[src/design/uvtp_pkg.sv]
`default_nettype none

package uvtp_pkg;

    localparam int POS_W      = 6;
    localparam int CNT_W      = 6;
    localparam int DIGITS_N   = 32;
    localparam int CHUNK_W    = 16;
    localparam int NUM_CHUNKS = 4;
    localparam int REM_W      = 14;
    localparam int V_W        = REM_W + CHUNK_W;
    localparam int PROD_W     = 61;
    localparam int TIME_W     = 51;
    localparam int CSEQ_W     = 14;
    localparam int NODE_W     = 48;
    localparam int REST_W     = (NUM_CHUNKS - 1) * CHUNK_W;
    localparam int OUT_W      = 248;

    localparam logic [POS_W-1:0] CANON_LEN = 6'd36;
    localparam logic [POS_W-1:0] POS_SAT   = 6'd37;
    localparam logic [CNT_W-1:0] DIGITS    = 6'd32;

    localparam logic [POS_W-1:0] HYPH_A = 6'd8;
    localparam logic [POS_W-1:0] HYPH_B = 6'd13;
    localparam logic [POS_W-1:0] HYPH_C = 6'd18;
    localparam logic [POS_W-1:0] HYPH_D = 6'd23;

    localparam logic [7:0] CH_HYPHEN = 8'h2D;
    localparam logic [3:0] VERSION_1 = 4'h1;

    // Offset between the UUID epoch (1582-10-15) and the Unix epoch, in 100 ns ticks.
    localparam logic [63:0] EPOCH_OFFSET = 64'd122192928000000000;

    // Division by 10000 is done by multiplying with ceil(2^44 / 10000) and shifting.
    localparam logic [REM_W-1:0] TICKS_PER_MS = 14'd10000;
    localparam logic [30:0]      RECIP_MULT   = 31'd1759218605;
    localparam int               RECIP_SHIFT  = 44;

    typedef enum logic [2:0] {
        ST_OK         = 3'd0,
        ST_BAD_LEN    = 3'd1,
        ST_BAD_HYPHEN = 3'd2,
        ST_BAD_HEX    = 3'd3,
        ST_NOT_V1     = 3'd4
    } t_status;

    typedef struct packed {
        logic       ok;
        logic [3:0] val;
    } t_hex;

    typedef struct packed {
        t_status     status;
        logic [63:0] hi;
        logic [63:0] lo;
    } t_capt;

    typedef struct packed {
        t_status            status;
        logic [63:0]        hi;
        logic [63:0]        lo;
        logic [REST_W-1:0]  rest;
        logic [V_W-1:0]     v;
        logic [PROD_W-1:0]  prod;
        logic [TIME_W-1:0]  quot;
    } t_pipe;

    function automatic t_hex hex_decode(input logic [7:0] c);
        t_hex h;
        h.ok  = 1'b1;
        h.val = 4'h0;
        if (c inside {[8'h30:8'h39]}) begin
            h.val = 4'(c - 8'h30);
        end else if (c inside {[8'h61:8'h66]}) begin
            h.val = 4'(c - 8'h57);
        end else if (c inside {[8'h41:8'h46]}) begin
            h.val = 4'(c - 8'h37);
        end else begin
            h.ok = 1'b0;
        end
        return h;
    endfunction

    function automatic logic is_hyphen_slot(input logic [POS_W-1:0] pos);
        return pos inside {HYPH_A, HYPH_B, HYPH_C, HYPH_D};
    endfunction

endpackage

`default_nettype wire

[src/design/uvtp_parser.sv]
`default_nettype none

module uvtp_parser (
    input  logic            i_clk,
    input  logic            i_rst_n,
    input  logic            i_cfg_valid,
    input  logic            i_cfg_data,
    input  logic            i_valid,
    input  logic [7:0]      i_char,
    input  logic            i_last,
    output logic            o_ready,
    output logic            o_valid,
    output uvtp_pkg::t_capt o_data,
    input  logic            i_ready
);
    import uvtp_pkg::*;

    logic             r_mode;
    logic [POS_W-1:0] r_pos, n_pos;
    logic [CNT_W-1:0] r_cnt, n_cnt;
    logic             r_hyph_err, n_hyph_err;
    logic             r_hex_err, n_hex_err;
    logic [3:0]       r_digits [DIGITS_N];
    logic [3:0]       n_digits [DIGITS_N];
    logic             r_valid;
    t_capt            r_out, n_out;
    logic             accept;
    logic             store;
    t_hex             hx;
    logic [127:0]     value;

    assign o_ready = !r_valid || i_ready;
    assign accept  = i_valid && o_ready;
    assign o_valid = r_valid;
    assign o_data  = r_out;

    always_comb begin
        hx         = hex_decode(i_char);
        n_hyph_err = r_hyph_err;
        n_hex_err  = r_hex_err;
        store      = 1'b0;
        if (!r_mode) begin
            if (r_pos < CANON_LEN) begin
                if (is_hyphen_slot(r_pos)) begin
                    if (i_char != CH_HYPHEN) n_hyph_err = 1'b1;
                end else begin
                    // A bad character still takes its digit slot, stored as zero.
                    if (!hx.ok) n_hex_err = 1'b1;
                    store = (r_cnt < DIGITS);
                end
            end
        end else if (r_cnt < DIGITS && i_char != CH_HYPHEN) begin
            if (!hx.ok) begin
                n_hex_err = 1'b1;
            end else if (!r_hex_err) begin
                store = 1'b1;
            end
        end
        n_cnt = store ? r_cnt + 1'b1 : r_cnt;
        n_pos = (r_pos < POS_SAT) ? r_pos + 1'b1 : r_pos;

        for (int i = 0; i < DIGITS_N; i++) begin
            n_digits[i] = (store && r_cnt[4:0] == 5'(i)) ? hx.val : r_digits[i];
        end
        for (int i = 0; i < DIGITS_N; i++) begin
            value[127 - 4*i -: 4] = n_digits[i];
        end

        n_out.hi = value[127:64];
        n_out.lo = value[63:0];
        if (!r_mode) begin
            if (n_pos != CANON_LEN)  n_out.status = ST_BAD_LEN;
            else if (n_hyph_err)     n_out.status = ST_BAD_HYPHEN;
            else if (n_hex_err)      n_out.status = ST_BAD_HEX;
            else                     n_out.status = ST_OK;
        end else begin
            if (n_hex_err)           n_out.status = ST_BAD_HEX;
            else if (n_cnt != DIGITS) n_out.status = ST_BAD_LEN;
            else                     n_out.status = ST_OK;
        end
    end

    always_ff @(posedge i_clk) begin
        if (!i_rst_n) begin
            r_mode     <= 1'b0;
            r_pos      <= '0;
            r_cnt      <= '0;
            r_hyph_err <= 1'b0;
            r_hex_err  <= 1'b0;
            r_valid    <= 1'b0;
        end else begin
            if (i_cfg_valid) r_mode <= i_cfg_data;
            if (accept) begin
                if (i_last) begin
                    r_pos      <= '0;
                    r_cnt      <= '0;
                    r_hyph_err <= 1'b0;
                    r_hex_err  <= 1'b0;
                end else begin
                    r_pos      <= n_pos;
                    r_cnt      <= n_cnt;
                    r_hyph_err <= n_hyph_err;
                    r_hex_err  <= n_hex_err;
                end
            end
            if (o_ready) r_valid <= accept && i_last;
        end
    end

    always_ff @(posedge i_clk) begin
        if (accept) r_digits <= n_digits;
        if (accept && i_last) r_out <= n_out;
    end

endmodule

`default_nettype wire

[src/design/uvtp_prep.sv]
`default_nettype none

module uvtp_prep (
    input  logic            i_clk,
    input  logic            i_rst_n,
    input  logic            i_valid,
    input  uvtp_pkg::t_capt i_data,
    output logic            o_ready,
    output logic            o_valid,
    output uvtp_pkg::t_pipe o_data,
    input  logic            i_ready
);
    import uvtp_pkg::*;

    logic        r_valid;
    t_pipe       r_data, n_data;
    logic [59:0] ts;
    logic [63:0] diff;
    logic        ok;

    assign o_ready = !r_valid || i_ready;
    assign o_valid = r_valid;
    assign o_data  = r_data;

    always_comb begin
        // Version-1 timestamp: the 12 high bits beside the version, then the
        // middle 16-bit word, then the low 32-bit word.
        ts   = {i_data.hi[11:0], i_data.hi[31:16], i_data.hi[63:32]};
        diff = {4'h0, ts} - EPOCH_OFFSET;
        n_data.status = i_data.status;
        if (i_data.status == ST_OK && i_data.hi[15:12] != VERSION_1) begin
            n_data.status = ST_NOT_V1;
        end
        ok          = (n_data.status == ST_OK);
        n_data.hi   = ok ? i_data.hi : '0;
        n_data.lo   = ok ? i_data.lo : '0;
        n_data.v    = V_W'(diff[63 -: CHUNK_W]);
        n_data.rest = diff[REST_W-1:0];
        n_data.prod = '0;
        n_data.quot = '0;
    end

    always_ff @(posedge i_clk) begin
        if (!i_rst_n) begin
            r_valid <= 1'b0;
        end else if (o_ready) begin
            r_valid <= i_valid;
        end
    end

    always_ff @(posedge i_clk) begin
        if (o_ready && i_valid) r_data <= n_data;
    end

endmodule

`default_nettype wire

[src/design/uvtp_div_mul.sv]
`default_nettype none

module uvtp_div_mul (
    input  logic            i_clk,
    input  logic            i_rst_n,
    input  logic            i_valid,
    input  uvtp_pkg::t_pipe i_data,
    output logic            o_ready,
    output logic            o_valid,
    output uvtp_pkg::t_pipe o_data,
    input  logic            i_ready
);
    import uvtp_pkg::*;

    logic  r_valid;
    t_pipe r_data, n_data;

    assign o_ready = !r_valid || i_ready;
    assign o_valid = r_valid;
    assign o_data  = r_data;

    always_comb begin
        n_data      = i_data;
        n_data.prod = PROD_W'(i_data.v) * PROD_W'(RECIP_MULT);
    end

    always_ff @(posedge i_clk) begin
        if (!i_rst_n) begin
            r_valid <= 1'b0;
        end else if (o_ready) begin
            r_valid <= i_valid;
        end
    end

    always_ff @(posedge i_clk) begin
        if (o_ready && i_valid) r_data <= n_data;
    end

endmodule

`default_nettype wire

[src/design/uvtp_div_rem.sv]
`default_nettype none

module uvtp_div_rem (
    input  logic            i_clk,
    input  logic            i_rst_n,
    input  logic            i_valid,
    input  uvtp_pkg::t_pipe i_data,
    output logic            o_ready,
    output logic            o_valid,
    output uvtp_pkg::t_pipe o_data,
    input  logic            i_ready
);
    import uvtp_pkg::*;

    logic               r_valid;
    t_pipe              r_data, n_data;
    logic [CHUNK_W-1:0] q;
    logic [V_W-1:0]     qd;
    logic [REM_W-1:0]   rem;

    assign o_ready = !r_valid || i_ready;
    assign o_valid = r_valid;
    assign o_data  = r_data;

    always_comb begin
        // The partial dividend stays below 10000 * 2^16, so the quotient digit fits 16 bits.
        q    = i_data.prod[RECIP_SHIFT +: CHUNK_W];
        qd   = V_W'(q) * V_W'(TICKS_PER_MS);
        rem  = REM_W'(i_data.v - qd);
        n_data      = i_data;
        n_data.v    = {rem, i_data.rest[REST_W-1 -: CHUNK_W]};
        n_data.rest = {i_data.rest[REST_W-CHUNK_W-1:0], {CHUNK_W{1'b0}}};
        n_data.quot = (i_data.status == ST_OK) ?
                      {i_data.quot[TIME_W-CHUNK_W-1:0], q} : '0;
    end

    always_ff @(posedge i_clk) begin
        if (!i_rst_n) begin
            r_valid <= 1'b0;
        end else if (o_ready) begin
            r_valid <= i_valid;
        end
    end

    always_ff @(posedge i_clk) begin
        if (o_ready && i_valid) r_data <= n_data;
    end

endmodule

`default_nettype wire

[src/design/uuid_v1_text_parser.sv]
`default_nettype none

// Parses a version-1 UUID text streamed one character per item, with tlast on
// the final character, and returns one result item per string: status, the
// 128-bit value, the Unix millisecond time, the clock sequence and the node.
// parse_mode 0 wants the canonical 36-character hyphenated form; 1 skips
// hyphens and takes the first 32 hex digits. One character is taken per clock
// cycle with no gaps while the output is not stalled; the result passes through
// the parse register, the version and epoch stage, and four two-stage steps that
// divide the tick count by 10000 one 16-bit chunk at a time. Every stage is
// elastic, so bubbles absorb output stalls before input is held off.
// Write parse_mode only while no string is in progress.
module uuid_v1_text_parser (
    input  logic                        i_clk,
    input  logic                        i_rst_n,
    input  logic                        i_s_axis_tvalid,
    output logic                        o_s_axis_tready,
    // [7:0] text_char
    input  logic [7:0]                  i_s_axis_tdata,
    input  logic                        i_s_axis_tlast,
    input  logic                        i_cfg_valid,
    output logic                        o_cfg_ready,
    input  logic                        i_cfg_data,
    output logic                        o_m_axis_tvalid,
    input  logic                        i_m_axis_tready,
    // [2:0] status, [66:3] uuid_high, [130:67] uuid_low, [181:131] time_ms,
    // [195:182] clock_sequence, [243:196] node_id, [247:244] zero
    output logic [uvtp_pkg::OUT_W-1:0]  o_m_axis_tdata
);
    import uvtp_pkg::*;

    localparam int NODES = 2 * NUM_CHUNKS + 1;

    t_capt capt_d;
    logic  capt_v, capt_r;
    t_pipe pd [NODES];
    logic  pv [NODES];
    logic  pr [NODES];

    assign o_cfg_ready = 1'b1;

    uvtp_parser u_parser (
        .i_clk       (i_clk),
        .i_rst_n     (i_rst_n),
        .i_cfg_valid (i_cfg_valid),
        .i_cfg_data  (i_cfg_data),
        .i_valid     (i_s_axis_tvalid),
        .i_char      (i_s_axis_tdata),
        .i_last      (i_s_axis_tlast),
        .o_ready     (o_s_axis_tready),
        .o_valid     (capt_v),
        .o_data      (capt_d),
        .i_ready     (capt_r)
    );

    uvtp_prep u_prep (
        .i_clk   (i_clk),
        .i_rst_n (i_rst_n),
        .i_valid (capt_v),
        .i_data  (capt_d),
        .o_ready (capt_r),
        .o_valid (pv[0]),
        .o_data  (pd[0]),
        .i_ready (pr[0])
    );

    for (genvar k = 0; k < NUM_CHUNKS; k++) begin : g_div
        uvtp_div_mul u_mul (
            .i_clk   (i_clk),
            .i_rst_n (i_rst_n),
            .i_valid (pv[2*k]),
            .i_data  (pd[2*k]),
            .o_ready (pr[2*k]),
            .o_valid (pv[2*k+1]),
            .o_data  (pd[2*k+1]),
            .i_ready (pr[2*k+1])
        );
        uvtp_div_rem u_rem (
            .i_clk   (i_clk),
            .i_rst_n (i_rst_n),
            .i_valid (pv[2*k+1]),
            .i_data  (pd[2*k+1]),
            .o_ready (pr[2*k+1]),
            .o_valid (pv[2*k+2]),
            .o_data  (pd[2*k+2]),
            .i_ready (pr[2*k+2])
        );
    end

    assign pr[NODES-1]     = i_m_axis_tready;
    assign o_m_axis_tvalid = pv[NODES-1];
    assign o_m_axis_tdata  = {4'h0,
                              pd[NODES-1].lo[NODE_W-1:0],
                              pd[NODES-1].lo[NODE_W +: CSEQ_W],
                              pd[NODES-1].quot,
                              pd[NODES-1].lo,
                              pd[NODES-1].hi,
                              pd[NODES-1].status};

endmodule

`default_nettype wire

[config.mk]
export PLATFORM = sky130hd
export DESIGN_NAME = uuid_v1_text_parser
export DESIGN_NICKNAME = d
export VERILOG_FILES = /design/src/design/uvtp_pkg.sv /design/src/design/uvtp_parser.sv /design/src/design/uvtp_prep.sv /design/src/design/uvtp_div_mul.sv /design/src/design/uvtp_div_rem.sv /design/src/design/uuid_v1_text_parser.sv
export SDC_FILE = /design/constraint.sdc
export NUM_CORES = 2
export LEC_CHECK = 0
export BUFFER_PORTS_ARGS = -buffer_cell sky130_fd_sc_hd__buf_2
export CAP_MARGIN = 20
export CORE_MARGIN = 2
export CORE_UTILIZATION = 55
export CTS_CLUSTER_DIAMETER = 30
export DETAILED_ROUTE_END_ITERATION = 10
export PLACE_DENSITY = 0.82
export RECOVER_POWER = 50
export SLEW_MARGIN = 20
export SYNTH_ARGS = -nofsm -noshare
export SYNTH_HDL_FRONTEND = slang
export SYNTH_SLANG_ARGS = --single-unit
export TNS_END_PERCENT = 5
[constraint.sdc]
create_clock -name i_clk -period 22.5 [get_ports i_clk]
set_input_delay 3.375 -clock i_clk [delete_from_list [all_inputs] [get_ports i_clk]]
set_output_delay 3.375 -clock i_clk [all_outputs]
set_load 0.02 [all_outputs]
Word level (Yosys, flattened, before mapping)

Cells that the tools add are included.

Magnitude comparators: 9
$mul: 7
Muxes and demuxes: 66
Reductions and logical operators: 76
Add/subtract/negate cells: 9
Eq/ne operators: 39

Operators by type and width:

| kind                                                               | number |
|---|---|
| multiplier 30 x 31 -> 60 bit (second input constant)               | 3 |
| 2-to-1 mux 4 bit                                                   | 35 |
| == test 5 bit (second input constant)                              | 16 |
| subtractor 60 x 57 -> 61 bit (second input constant)               | 1 |
| logical AND 1 bit                                                  | 48 |
| multiplier 16 x 31 -> 47 bit (second input constant)               | 1 |
| subtractor 14 bit                                                  | 3 |
| == test 5 x 4 -> 1 bit (second input constant)                     | 8 |
| multiplier 16 x 10 -> 10 bit (second input constant)               | 2 |
| 2-to-1 mux 6 bit                                                   | 4 |
| 2-to-1 mux 1 bit                                                   | 21 |
| == test 5 x 3 -> 1 bit (second input constant)                     | 4 |
| zero test 3 bit                                                    | 6 |
| less-than comparator 6 bit (second input constant)                 | 3 |
| greater-or-equal comparator 8 x 7 -> 1 bit (second input constant) | 2 |
| <= comparator 8 x 7 -> 1 bit (second input constant)               | 2 |
| 2-to-1 mux 3 bit                                                   | 5 |
| adder 6 x 1 -> 6 bit (second input constant)                       | 2 |
| == test 6 x 4 -> 1 bit (second input constant)                     | 2 |
| == test 6 x 5 -> 1 bit (second input constant)                     | 2 |
| inequality test 6 bit (second input constant)                      | 2 |
| == test 5 x 2 -> 1 bit (second input constant)                     | 2 |
| zero test 1 bit                                                    | 10 |
| logical OR 1 bit                                                   | 10 |
| other kinds (11)                                                   | 12 |

Flip-flop bits (word level): 2191
Logic and storage cells: 307

Longest topological paths before layout

Depth after elaboration: 13
Depth in mapped cells: 27
Gate-level depth less buffers: 27

Hierarchy

Synthesis repeated with hierarchy kept, for this count alone.

Cell total of the unflattened synthesis: 11681
Area, all modules: 170083.1 um^2

By module, submodules not included:

| module                        | instances | sequential area each (um^2) | area an instance (um^2) | cells an instance |
|---|---|---|---|---|
| uvtp_div_rem                  | 4         | 9178.8                      | 10477.5                 | 477 |
| uvtp_div_mul (g_div[1].u_mul) | 1         | 9599.2                      | 27077.2                 | 2131 |
| uvtp_div_mul (g_div[0].u_mul) | 1         | 9599.2                      | 27018.4                 | 2126 |
| uvtp_div_mul (g_div[3].u_mul) | 1         | 9599.2                      | 26807.0                 | 2081 |
| uvtp_div_mul (g_div[2].u_mul) | 1         | 9599.2                      | 26770.7                 | 2048 |
| uvtp_parser                   | 1         | 8067.7                      | 10899.2                 | 624 |
| uvtp_prep                     | 1         | 5785.5                      | 9090.0                  | 694 |
| uuid_v1_text_parser           | 1         | 0.0                         | 510.5                   | 69 |

Least setup slack after synthesis

OpenSTA, ideal clock, no wires.

Path kind: input to register
From: in i_m_axis_tready
To: reg g_div[0].u_rem.r_data, in the netlist g_div[0].u_rem.o_data[0], enable pin
Buffers on the path: 0
Data arrival time: 18.116 ns
Cell stages on the path: 4
Slack: 3.331 ns
Cell sequence: and4b_1 and3_1 and2_1 a21boi_0

Longest elaborated chain between the ends: 8

Ends and longest elaborated chain:

| element              | line                      | RTL |
|---|---|---|
| from (decl)          | uuid_v1_text_parser.sv:25 | `input logic i_m_axis_tready,` |
| logical OR 1 bit     | uvtp_div_rem.sv:21        | `assign o_ready = !r_valid \|\| i_ready;` |
| logical OR 1 bit     | uvtp_div_mul.sv:18        | `assign o_ready = !r_valid \|\| i_ready;` |
| logical OR 1 bit     | uvtp_div_rem.sv:21        |  |
| logical OR 1 bit     | uvtp_div_mul.sv:18        |  |
| logical OR 1 bit     | uvtp_div_rem.sv:21        |  |
| logical OR 1 bit     | uvtp_div_mul.sv:18        |  |
| logical OR 1 bit     | uvtp_div_rem.sv:21        |  |
| logical AND 1 bit    | uvtp_div_rem.sv:46        | `if (o_ready && i_valid) r_data <= n_data;` |
| to (signal assigned) | uvtp_div_rem.sv:46        |  |
| to (decl)            | uvtp_div_rem.sv:16        | `t_pipe r_data, n_data;` |

No other way between the ends.
A chain may end at the register's enable or synchronous reset.

Worst setup path in the final report

From: in i_m_axis_tready
To: reg g_div[1].u_rem.r_data, in the netlist g_div[1].u_rem.o_data[276], enable pin

Longest elaborated chain between the ends: 6

Ends and longest elaborated chain:

| element              | line |
|---|---|
| logical OR 1 bit     | uvtp_div_rem.sv:21 |
| logical OR 1 bit     | uvtp_div_mul.sv:18 |
| logical OR 1 bit     | uvtp_div_rem.sv:21 |
| logical OR 1 bit     | uvtp_div_mul.sv:18 |
| logical OR 1 bit     | uvtp_div_rem.sv:21 |
| logical AND 1 bit    | uvtp_div_rem.sv:46 |
| to (signal assigned) | uvtp_div_rem.sv:46 |
| to (decl)            | uvtp_div_rem.sv:16 |

No other way between the ends.

==> key figures <==
Critical path
  – R2R Setup Slk: 13.94 ns
  – CP startpoint: i_m_axis_tready
  – Crit path max fanout: 62
  – CP Capture Type: flop
  – CP Class: in2reg
  – Worst reg2reg path depth: 25
  – R2r endpoint: g_div[1].u_mul.o_data[109]
  – Startpoint Class: primary input
  – R2R Path Start: g_div[0].u_rem.o_data[116]
  – Worst path arrival time: 9.77 ns
  – Data required, critical path: 23.00 ns

Hold path
  – Min-delay src: g_div[1].u_rem.o_data[293]
  – Hold crit path type: reg2reg
  – Worst min-delay path endpoint: g_div[2].u_mul.o_data[293]
  – Cells on Worst Hold Path: 0

Synthesis
  – Post-synth EDFFs: 1,989
  – Primary FF master, synth: edfxtp_1
  – Ys async rst share: 0
  – FF+latch count, synth: 2,014
  – Distinct cells, synth: 87
  – Synth Instances: 8,331
  – Synth Cell Area: 0.121 mm2
  – Avg Cell Area, Syn: 14.6 um2
  – Yosys warning count: 0
  – Sequential share of the synthesized area: 0.496

CTS
  – Inserted Clock Buffers: 318
  – Setup Buffers After CTS: 0
  – CTS tree: built
  – CTS clock-pin slew for the worst setup and hold paths: 0.06 ns
  – H-Tree Depth: 5
  – Root buf cell: clkbuf_16
  – Clk_lat worst skew: 0.96 ns
  – Max clock buf depth: 4
  – Clock sinks: 2,014
  – PostCTS Resize Cnt: 0
  – Hold Buf Count CTS: 0

Route
  – First drt pass iteration count: 7
  – # DRC: 0
  – Post-route ant nets: 0
  – Via density per instance: 5.41
  – Routed vias: 65,100
  – Routed wire length: 296 mm
  – Initial DRC Count: 5,362
  – WL/cell: 24.6 um

STA
  – Setup TNS: 0 ns
  – Slew Viols, Final: 711
  – Worst-Margin Slew: 5.33 ns
  – Fmax: 0.108 GHz
  – Tcrit/Tclk final: 0.412
  – Clock skew: 0.106 ns
  – Worst Hold Slack: 0.371 ns
  – Max transition margin: -2.55
  – Crit path time final: 9.27 ns
  – Final count of negative-setup-slack endpoints: 0
  – Fin. Hold Viols: 0
  – RSZ-0062 raised after global routing: no
  – Setup ws final: 13.23 ns

Placed design
  – Pre-CTS setup slack: 13.81 ns
  – HPWL Detailed: 214 mm
  – GP Congestion: 1.02
  – PortBufs: 260

Cells and area
  – Layout cells sized above 1: 0.0916
  – Nets: 11,500
  – Area Growth Syn to Fin: 12.4%
  – Commonest non-fill, non-tap cell in the layout: inv_1
  – Most frequent cells in the layout: 2,017 x inv_1, 1,989 x edfxtp_1, 1,398 x fa_1

Floorplan
  – Die Y: 474 um
  – # rows: 172
  – Starting density of the core: 0.553
  – Die width: 474 um
  – Core box area: 0.220 mm2
  – Ports: 266
  – Total die area: 0.225 mm2

GRT
  – GRT Util Overall: 0.271
  – Vias in the first global route: 72,500
  – First-pass GRT wire length: 450 mm
  – Pin count of the biggest net entering global routing: 122
  – Initial antenna violation count: 6
  – Grt ovf: 0

Pwr
  – Peak supply drop: 0.0673 mV
  – PD cells: 80.9 mW/mm2
  – Comb power frac: 0.183
  – Clk pwr share: 0.437
  – Internal: 0.00805 W
  – Total power: 0.0110 W
  – Switching part of the total: 0.272
  – Part of the power in registers: 0.379
  – Pleak: 59.4 nW
  – Psw: 0.00300 W

Status
  – Violated checks: max-capacitance violations, max-slew violations
  – Status: finished, violations left

Run
  – Max-cap viol count: 14
## kinds of logic after synthesis
family / after synthesis / share of synthesized area
adder cells (fa/ha/maj): 2627 / 0.357
other: 2 / 0.0000618
buffers and inverters: 2140 / 0.0682
XOR/XNOR: 173 / 0.0125
multiplexers: 39 / 0.00356
AO/OA/AOI/OAI: 563 / 0.0291
flip-flops: 2014 / 0.496
AND/OR/NAND/NOR: 773 / 0.0339
## worst max-delay path: stages
cell and delay [ns]:
clkbuf_1 0.12, and4b_1 0.27, and3_1 0.22, nor2b_1 1.06
clkbuf_1 2.66, buf_4 0.97, buf_4 0.75
## stage by stage
stage	instance area (um2)	std cells	util
2_1_floorplan	122000	8337	-
4_1_cts	137000	12000	0.623
5_1_grt	137000	12000	0.622
3_3_place_gp	126000	11500	0.575
3_5_place_dp	126000	11500	0.575
6_report	137000	12000	0.622
## registers in the layout, indices dropped and copies added, names as in the netlist
register / cells
u_parser.r_mode: 1
u_parser.r_hyph_err: 1
u_parser.o_data: 130
g_div.u_rem.o_data: 770
u_parser.r_digits: 128
u_parser.r_hex_err: 1
g_div.u_mul.o_valid: 4
u_parser.r_pos: 6
g_div.u_mul.o_data: 769
g_div.u_rem.o_valid: 4
u_parser.o_valid: 1
u_prep.o_valid: 1
u_parser.r_cnt: 6
u_prep.o_data: 192
## routing by layer
layer  track usage  wire length [um]  up-vias
li1              -                 -    28400
met1         0.348            115000    33500
met2         0.467            151000     2550
met3        0.0435             17800      568
met4         0.102             12200        6
met5             0               225        -
## cells in the mapped netlist, drive strengths merged, types with 4 or more instances
master,n,area (um2)
nand3b,4,30.0
dfxtp,25,500
o211ai,9,67.6
a41oi,4,35.0
nand3,41,205
a21oi,184,925
nand4b,4,35.0
xnor2,109,955
nor2,135,544
nand2b,18,113
a21o,98,736
nor3b,5,37.5
o21ai,134,682
fa,1398,28000
mux2,34,383
a21boi,13,97.6
ha,1229,15400
mux2i,5,50.1
nor2b,40,250
nand2,168,631
and3,24,150
buf,69,512
inv,2019,7580
clkbuf,51,191
o22ai,5,31.3
and2,242,1510
o41ai,4,35.0
a31o,4,35.0
o31ai,13,111
a211oi,10,85.1
nor4,10,77.6
or2,11,68.8
o21a,12,90.1
edfxtp,1989,59700
and4,6,52.6
nand4,28,175
a221oi,5,43.8
nor3,20,100
xor2,64,561
or3,6,37.5
a31oi,14,87.6
a311oi,6,65.1
o21bai,18,135
## power by group through the flow
stage | clock network [W] | registers (W) | logic (W)
final | 0.00483 | 0.00419 | 0.00202
after global routing | 0.00505 | 0.00419 | 0.00230
after CTS | 0.00489 | 0.00419 | 0.00202
after detailed placement | 0 | 0.00426 | 0.00197
after global placement | 0 | 0.00426 | 0.00189
after floorplan | 0 | 0.00427 | 0.00140
## worst max path at each step
stage	end	slack [ns]	cells after the start
detailed placement	o_s_axis_tready	13.81	7
global placement	o_s_axis_tready	13.90	7
CTS	o_s_axis_tready	13.74	7
finish	g_div[1].u_rem.o_data[276]	13.23	7
global route	g_div[1].u_rem.o_data[15]	12.67	7
floorplan	g_div[0].u_rem.o_data[0]	3.33	4
## area by class of cell
class	instances	area (um2)
fill	15500	83100
sequential	2014	60200
multi-input combinational	4183	53000
clock buffer	356	8250
inverter	2020	7580
tap	2958	3700
clock inverter	201	2230
timing repair buffer	305	1560
antenna	5	12.5
Note: power is estimated with default switching activity, not from simulation.
